===== config.mk =====
export PLATFORM = sky130hd
export DESIGN_NAME = tun_queue
export DESIGN_NICKNAME = d
export VERILOG_FILES = /design/src/rtl/tun_pkg.sv /design/src/rtl/tun_queue.sv
export SDC_FILE = /design/constraint.sdc
export NUM_CORES = 1
export LEC_CHECK = 0
export BUFFER_PORTS_ARGS = -buffer_cell sky130_fd_sc_hd__buf_2
export CAP_MARGIN = 20
export CELL_PAD_IN_SITES_DETAIL_PLACEMENT = 1
export CELL_PAD_IN_SITES_GLOBAL_PLACEMENT = 2
export CORE_AREA = 4 4 352 354
export CTS_CLUSTER_SIZE = 24
export DETAILED_ROUTE_END_ITERATION = 12
export DIE_AREA = 0 0 356 358
export PLACE_DENSITY_LB_ADDON = 0.1
export SYNTH_ARGS = -nofsm -noshare
export SYNTH_HDL_FRONTEND = slang
export SYNTH_SLANG_ARGS = --single-unit
export TNS_END_PERCENT = 10

===== constraint.sdc =====
create_clock -name clk -period 25.8 [get_ports clk]
set_clock_uncertainty 0.05 [all_clocks]
set_input_delay 1.29 -clock clk [delete_from_list [all_inputs] [get_ports clk]]
set_output_delay 1.29 -clock clk [all_outputs]
set_load 0.01 [all_outputs]

===== src/rtl/tun_pkg.sv =====
// Shared types and constants for the triangle unit normal core.
// Used by the front, queue, lane, back and top-level modules; no dependencies.
package tun_pkg;

  localparam int CRD_W       = 24;             // Q11.12 corner coordinate
  localparam int EDGE_W      = CRD_W + 1;      // edge vector component
  localparam int PROD_W      = 2 * EDGE_W;     // edge product
  localparam int CROSS_W     = PROD_W + 1;     // signed cross component
  localparam int MAG_W       = PROD_W;         // cross magnitude, at most 2^49
  localparam int HALF_W      = MAG_W / 2;      // split for the squaring
  localparam int SQ_W        = 2 * MAG_W - 1;  // squared magnitude, at most 2^98
  localparam int SUM_W       = SQ_W + 1;       // squared length, below 2^100
  localparam int REM_W       = SUM_W + 1;      // divider partial remainder
  localparam int THR_W       = 32;
  localparam int OUT_W       = 32;             // Q1.30 result component
  localparam int QUO_W       = 63;             // floor(sq * 2^62 / sum)
  localparam int DIV_STEPS   = QUO_W;
  localparam int ROOT_W      = 64;             // integer square root datapath
  localparam int SQRT_STEPS  = ROOT_W / 2;
  localparam int MAGQ_W      = 31;             // rounded magnitude, at most 2^30
  localparam int LANE_LAT    = DIV_STEPS + SQRT_STEPS + 1;
  localparam int FRONT_DEPTH = 7;
  localparam int Q_DEPTH     = 4;
  localparam int Q_PTR_W     = $clog2(Q_DEPTH);
  localparam int Q_CNT_W     = $clog2(Q_DEPTH + 1);

  localparam logic [THR_W-1:0] THR_RESET = 32'd281;
  localparam logic [OUT_W-1:0] ONE_Q30   = 32'h4000_0000;

  // One classified triangle handed from the front to the back
  typedef struct packed {
    logic [SUM_W-1:0]     sum;
    logic [2:0][SQ_W-1:0] sq;
    logic [2:0]           neg;
    logic                 degen;
  } tun_item_t;

endpackage


===== src/rtl/tun_queue.sv =====
// Short queue that decouples the front end from the divide and root back end.
// Depends on tun_pkg for the item type and depth.
module tun_queue
  import tun_pkg::*;
(
  input  logic      clk,
  input  logic      rst_n,
  input  logic      push,
  input  tun_item_t push_item,
  input  logic      pop,
  output tun_item_t head,
  output logic      full,
  output logic      empty
);

  tun_item_t          mem_r [Q_DEPTH];
  logic [Q_PTR_W-1:0] wr_r, rd_r;
  logic [Q_CNT_W-1:0] cnt_r;
  logic               do_push, do_pop;

  assign full    = (cnt_r == Q_CNT_W'(Q_DEPTH));
  assign empty   = (cnt_r == '0);
  assign do_push = push && !full;
  assign do_pop  = pop && !empty;
  assign head    = mem_r[rd_r];

  // Pointers and fill count
  always_ff @(posedge clk) begin
    if (!rst_n) begin
      wr_r  <= '0;
      rd_r  <= '0;
      cnt_r <= '0;
    end else begin
      if (do_push) wr_r <= wr_r + 1'b1;
      if (do_pop)  rd_r <= rd_r + 1'b1;
      cnt_r <= cnt_r + Q_CNT_W'(do_push) - Q_CNT_W'(do_pop);
    end
  end

  // Storage
  always_ff @(posedge clk) begin
    if (do_push) mem_r[wr_r] <= push_item;
  end

endmodule


==> results of run 1 <==
worst paths after layout:
path / startpoint / endpoint / depth (start not counted)
max reg2reg: cnt_r[2]$_SDFF_PN0_ / mem_r[0][317]$_DFFE_PP_ / 6
min reg2reg: rd_r[0]$_SDFFE_PN0P_ / rd_r[0]$_SDFFE_PN0P_ / 2
max: flop / head[130] / 4
min: rd_r[0]$_SDFFE_PN0P_ / rd_r[0]$_SDFFE_PN0P_ / 2
final cells by class:
| class | instances | area share [%] |
|---|---|---|
| repair buffers | 837 | 6.31 |
| clock buffers | 204 | 6.38 |
| diodes | 59 | 0.212 |
| well taps | 1625 | 2.92 |
| inverters | 6 | 0.0323 |
| clock inverters | 93 | 1.37 |
| flip-flops and latches | 1613 | 69.4 |
| multi-input cells | 435 | 13.4 |
synth_stat cells (all sizes together):
cell,instances
fa,1
ha,6
edfxtp,1604
or3,1
a21boi,1
mux2i,2
nor2b,2
inv,6
xnor2,2
or4bb,1
clkbuf,7
dfxtp,9
nand2,6
nor3,1
mux4,401
nor3b,1
and2,7
o21ai,3
buf,85
sequential cells by signal (all words and copies together), names as in the netlist, named ones only:
register,count
mem_r,1604
cnt_r,3
rd_r,2
wr_r,2
per-layer routing:
layer / routed length, um / vias up / GRT usage, %
met5: 303 / - / 0
met4: 5250 / 46 / 8.82
met3: 13300 / 310 / 8.86
met2: 70200 / 900 / 35.7
met1: 48700 / 13900 / 25.4
li1: - / 11300 / -
power by group:
part	internal, mW	switching [mW]	total [mW]	leakage, nW
Sequential	3.18	0.0701	3.25	14.8
Combinational	0.618	0.817	1.43	5.61
Clock	1.42	0.949	2.37	2.64
Total	5.22	1.84	7.05	23.0
per-stage QoR:
step | utilization (%) | hold WS (ns)
5_1_grt | 57.5 | 0.497
4_1_cts | 57.4 | 0.462
3_3_place_gp | 52.9 | 0.427
6_report | 57.5 | 0.460
3_5_place_dp | 52.9 | 0.456
2_1_floorplan | - | 0.411
cells in the final DEF (no fill, tap or decap), types with 2 or more instances in the layout:
cell and n:
clkbuf_1 31, diode_2 59, inv_6 2, mux4_2 401, dfxtp_1 7, buf_12 7, buf_16 2, bufinv_16 20
ha_1 6, mux2i_1 2, clkinv_2 28, nand2_1 6, and2_1 3, buf_2 807, inv_1 6, o21ai_0 3
and2_4 4, clkinv_1 35, dfxtp_4 2, edfxtp_1 1604, clkinvlp_4 5, clkinv_4 3, clkbuf_16 173, nor2b_1 2
buf_4 21, xnor2_1 2
critical path, delay by kind of cell (launching register included):
kind	cells	cell delay, ns
multiplexers	1	0.45
flip-flops	1	0.75
buffers and inverters	3	1.73
cells by family after synthesis:
family,after synthesis,synth area share [%]
flip-flops,1613,82.3
multiplexers,403,15.4
buffers and inverters,98,1.92
AND/OR/NAND/NOR,19,0.185
adder cells (fa/ha/maj),7,0.162
AO/OA/AOI/OAI,4,0.0383
XOR/XNOR,2,0.0298
==> reports/summary.txt, run 1 <==
Placer Congestion -> 0.770
initial antenna violation count -> 101
Worst slew margin -> 19.8%
count of final hold-check violations -> 0
Syn Area/Cell -> 27.4 sq um
Sink Count -> 1613
flop-to-flop setup slack -> 21.35 ns
Clock transition at path regs -> 0.06 ns
register area share after synthesis -> 82.3%
critical path, cell by cell -> buf_4 -> buf_12 -> mux4_2 -> buf_2
vias in the first global route -> 28800
Area contributors post-synth -> edfxtp_1 (82%), mux4_2 (15%), buf_12 (1.5%), buf_2 (0.34%), dfxtp_1 (0.31%)
Yosys top cell area share -> 82.0%
Mapped Area -> 0.0588 sq mm
Pleak -> 23.0 nW
startpoint class of the critical path -> flop
largest fanout on the critical path -> 144
H-tree depth -> 4
minimum clock period -> 5.32 ns
synthesized flop and latch total -> 1613
Setup violations, final -> 0
Post-Place Worst Slack -> 19.73 ns
total track usage -> 21.6%
core footprint -> 0.121 sq mm
slowest CP cell -> buf_4
syn_nets -> 2558
RSZ-0062 raised after global routing -> false
setup total negative slack -> 0 ns
Initial DRT Pass Iterations -> 5
share of cells above drive strength 1 -> 46.3%
first-pass GRT wire length -> 198 mm
number of distinct library cells after synthesis -> 22
latest clock arrival within the worst-skew pair -> 0.76 ns
total CTS buffers -> 166
die area -> 0.127 sq mm
Max-Cap Viols -> 0
crit path kind -> flop to output pin
Synth area leader -> edfxtp_1
fin. max-slew vios -> 0
Remaining DRCs -> 0
Mapped Cells -> 2146
TritonCTS clock tree -> done
Layout area overhead -> 18.5%
worst path arrival time -> 3.98 ns
fin cells -> 4872
First DRT Iteration DRCs -> 1943
Post-DRT Antenna Nets -> 0
multi-input logic area -> 0.00931 sq mm
IO Port Bufs -> 807
fill cell count -> 10200
final instance area -> 0.0697 sq mm
nets@finish -> 3471
Peak VDD IR -> 0.0651 mV
via count -> 26400
WL per Instance -> 28.3 um
Synth warnings -> 0
final period utilization -> 20.6%
setup bufs post-CTS -> 0
status -> completed
Die W -> 356 um
Rows -> 128
Hold-fix buffers, CTS -> 0
Power Total -> 7.05 mW
Worst-Margin Slew -> 1.20 ns
detailed placement HPWL -> 87.7 mm
Crit. End Element -> output pin
final global-route overflow total -> 0
Placed Area -> 0.0641 sq mm
Root Buffer -> clkbuf_16
# IOs -> 808
largest net degree at the start of global routing -> 163
Power Density -> 101 mW/mm^2
chip height -> 358 um
CTS max path bufs -> 3
type of the worst min-delay path -> flop to flop
crit-path max cell delay -> 0.86 ns
final WL -> 138 mm
worst endpoint required time -> 24.46 ns
FMAX -> 188 MHz
Initial Util -> 48.5%
post-CTS sizing -> 0
Inst Count DP -> 4514
Via density -> 5.42
final setup margin -> 20.48 ns
FF+latch area -> 0.0484 sq mm
Note: power is estimated with default switching activity, not from simulation.
==> run 2: changes to the inputs <==
--- a/config.mk
+++ b/config.mk
@@ -9,10 +9,10 @@
 export CAP_MARGIN = 20
 export CELL_PAD_IN_SITES_DETAIL_PLACEMENT = 1
 export CELL_PAD_IN_SITES_GLOBAL_PLACEMENT = 2
-export CORE_AREA = 4 4 352 354
+export CORE_AREA = 4 4 367 369
 export CTS_CLUSTER_SIZE = 24
 export DETAILED_ROUTE_END_ITERATION = 12
-export DIE_AREA = 0 0 356 358
+export DIE_AREA = 0 0 371 373
 export PLACE_DENSITY_LB_ADDON = 0.1
 export SYNTH_ARGS = -nofsm -noshare
 export SYNTH_HDL_FRONTEND = slang
==> constraint.sdc (replaced) <==
create_clock -name clk -period 5.5 [get_ports clk]
set_clock_uncertainty 0.05 [all_clocks]
set_input_delay 0.275 -clock clk [delete_from_list [all_inputs] [get_ports clk]]
set_output_delay 0.275 -clock clk [all_outputs]
set_load 0.01 [all_outputs]
==> run 2 against run 1 <==
- setup slack worse by 18 ns
- global-route usage fell by 0.91 points
- highest routed layer unchanged
- utilization is 1.1 points lower
- sequential share of layout area down 4.0 points
- sequential power increased to 4.7 times the previous value
- non-clock buffer count rose by 410
- combinational power grew to 5.0 times the previous value
- power rose to 4.7 times the previous value
- sequential cell count unchanged
==> reports/summary.txt, run 2 (synthesis results as in run 1) <==
status -> completed
Peak VDD IR -> 0.308 mV
Initial Util -> 44.8%
minimum clock period -> 3.44 ns
total CTS buffers -> 169
chip height -> 373 um
fin. max-slew vios -> 0
Power Total -> 33.3 mW
Root Buffer -> clkbuf_16
largest net degree at the start of global routing -> 122
Rows -> 133
crit-path max cell delay -> 0.77 ns
registers with the most flip-flops -> mem_r x1604, cnt_r x3
Die W -> 371 um
TritonCTS clock tree -> done
largest fanout on the critical path -> 41
Initial DRT Pass Iterations -> 5
commonest non-fill, non-tap cell in the layout -> edfxtp_1
final instance area -> 0.0739 sq mm
total track usage -> 20.7%
initial antenna violation count -> 38
via count -> 28000
type of the worst min-delay path -> primary input to flop
post-CTS sizing -> 0
WP buf/inv -> 2
Sink Count -> 1613
die area -> 0.138 sq mm
Post-DRT Antenna Nets -> 0
max reg flops -> 1604
largest register by flop count -> mem_r
# IOs -> 808
final period utilization -> 62.5%
vias in the first global route -> 31200
first-pass GRT wire length -> 210 mm
hold slack -> 0.198 ns
most frequent cells in the layout -> edfxtp_1 (1604), buf_2 (807), dlygate4sd3_1 (405)
share of cells above drive strength 1 -> 40.5%
core footprint -> 0.131 sq mm
Setup violations, final -> 0
final WL -> 143 mm
latest clock arrival within the worst-skew pair -> 0.74 ns
RSZ-0062 raised after global routing -> false
slowest CP cell -> buf_4
Remaining DRCs -> 0
IO Port Bufs -> 807
worst endpoint required time -> 5.18 ns
Pleak -> 24.7 nW
Finished Core Util -> 56.4%
Placer Congestion -> 0.769
Max-Cap Viols -> 0
final global-route overflow total -> 0
Worst slew margin -> 35.3%
WL per Instance -> 26.5 um
CTS max path bufs -> 3
worst path arrival time -> 3.11 ns
Post-Place Worst Slack -> 2.44 ns
detailed placement HPWL -> 89.9 mm
Clock transition at path regs -> 0.06 ns
Worst-Margin Slew -> 0.971 ns
FMAX -> 291 MHz
startpoint class of the critical path -> flop
crit path kind -> flop to output pin
final setup margin -> 2.06 ns
critical path, cell by cell -> buf_4 -> mux4_2 -> buf_2
count of final hold-check violations -> 0
H-tree depth -> 4
Power Density -> 451 mW/mm^2
Layout area overhead -> 25.8%
Via density -> 5.20
Crit. End Element -> output pin
CP delay by family, top -> buffers and inverters
Placed Area -> 0.0644 sq mm
nets@finish -> 3884
First DRT Iteration DRCs -> 1826
## run 2: cell types whose count changed in the layout (fill, tap and decap cells not counted), moves of 4 or more
cell and change:
dlygate4sd3_1 +405, diode_2 -28, clkbuf_1 +17, buf_12 +14, clkinv_2 -14, clkinv_1 +12
buf_4 -7, bufinv_16 -6, clkinvlp_4 -5, clkbuf_16 +4, clkinv_8 +4
## run 2: final timing paths
check | from | endpoint | slack, ns | cells after the start
setup / recovery | flop | head[90] | 2.06 | 3
hold / removal | push_item[235] | mem_r[2][235]$_DFFE_PP_ | 0.20 | 2
setup reg to reg | cnt_r[2]$_SDFF_PN0_ | mem_r[0][336]$_DFFE_PP_ | 2.53 | 4
hold reg to reg | rd_r[0]$_SDFFE_PN0P_ | rd_r[0]$_SDFFE_PN0P_ | 0.45 | 2
## run 2: report_power, final
part	switching (mW)	total (mW)	internal (mW)
registers	0.318	15.2	14.9
clock network	4.50	11.0	6.52
logic	3.97	7.09	3.12
total	8.78	33.3	24.5
## run 2: what timing repair did
| item | CTS | global route |
|---|---|---|
| setup buffers | 0 | 0 |
| hold buffers | 405 | 0 |
| endpoints found under the hold margin | 1613 | 0 |
## run 2: layout make-up
cell class	instances	area [sq um]
clock buffer	225	4610
sequential	1613	48400
multi-input combinational	435	9310
antenna	31	77.6
tap	1755	2200
timing repair buffer	1247	8620
clock inverter	83	767
fill	11400	57200
inverter	6	22.5
## run 2: worst register-to-register path, delay by kind of cell, from the launching register on
| kind | cells | cell delay (ns) |
|---|---|---|
| buffers and inverters | 1 | 0.70 |
| flip-flops | 1 | 0.33 |
| AND/OR/NAND/NOR | 3 | 1.49 |
## run 2: layer usage
metal | vias to the layer above | track usage (%) | share of wire (%)
li1 | 12100 | - | -
met1 | 14700 | 25.0 | 37
met2 | 919 | 34.4 | 51
met3 | 248 | 6.93 | 8.1
met4 | 20 | 8.53 | 4.0
met5 | - | 0 | 0.085
## run 2: per-stage QoR
stage | TNS, ns | cells
after global placement | 0 | 4651
after CTS | 0 | 5364
after global routing | 0 | 5386
final | 0 | 5395
after floorplan | -1233.00 | 2146
after detailed placement | 0 | 4651
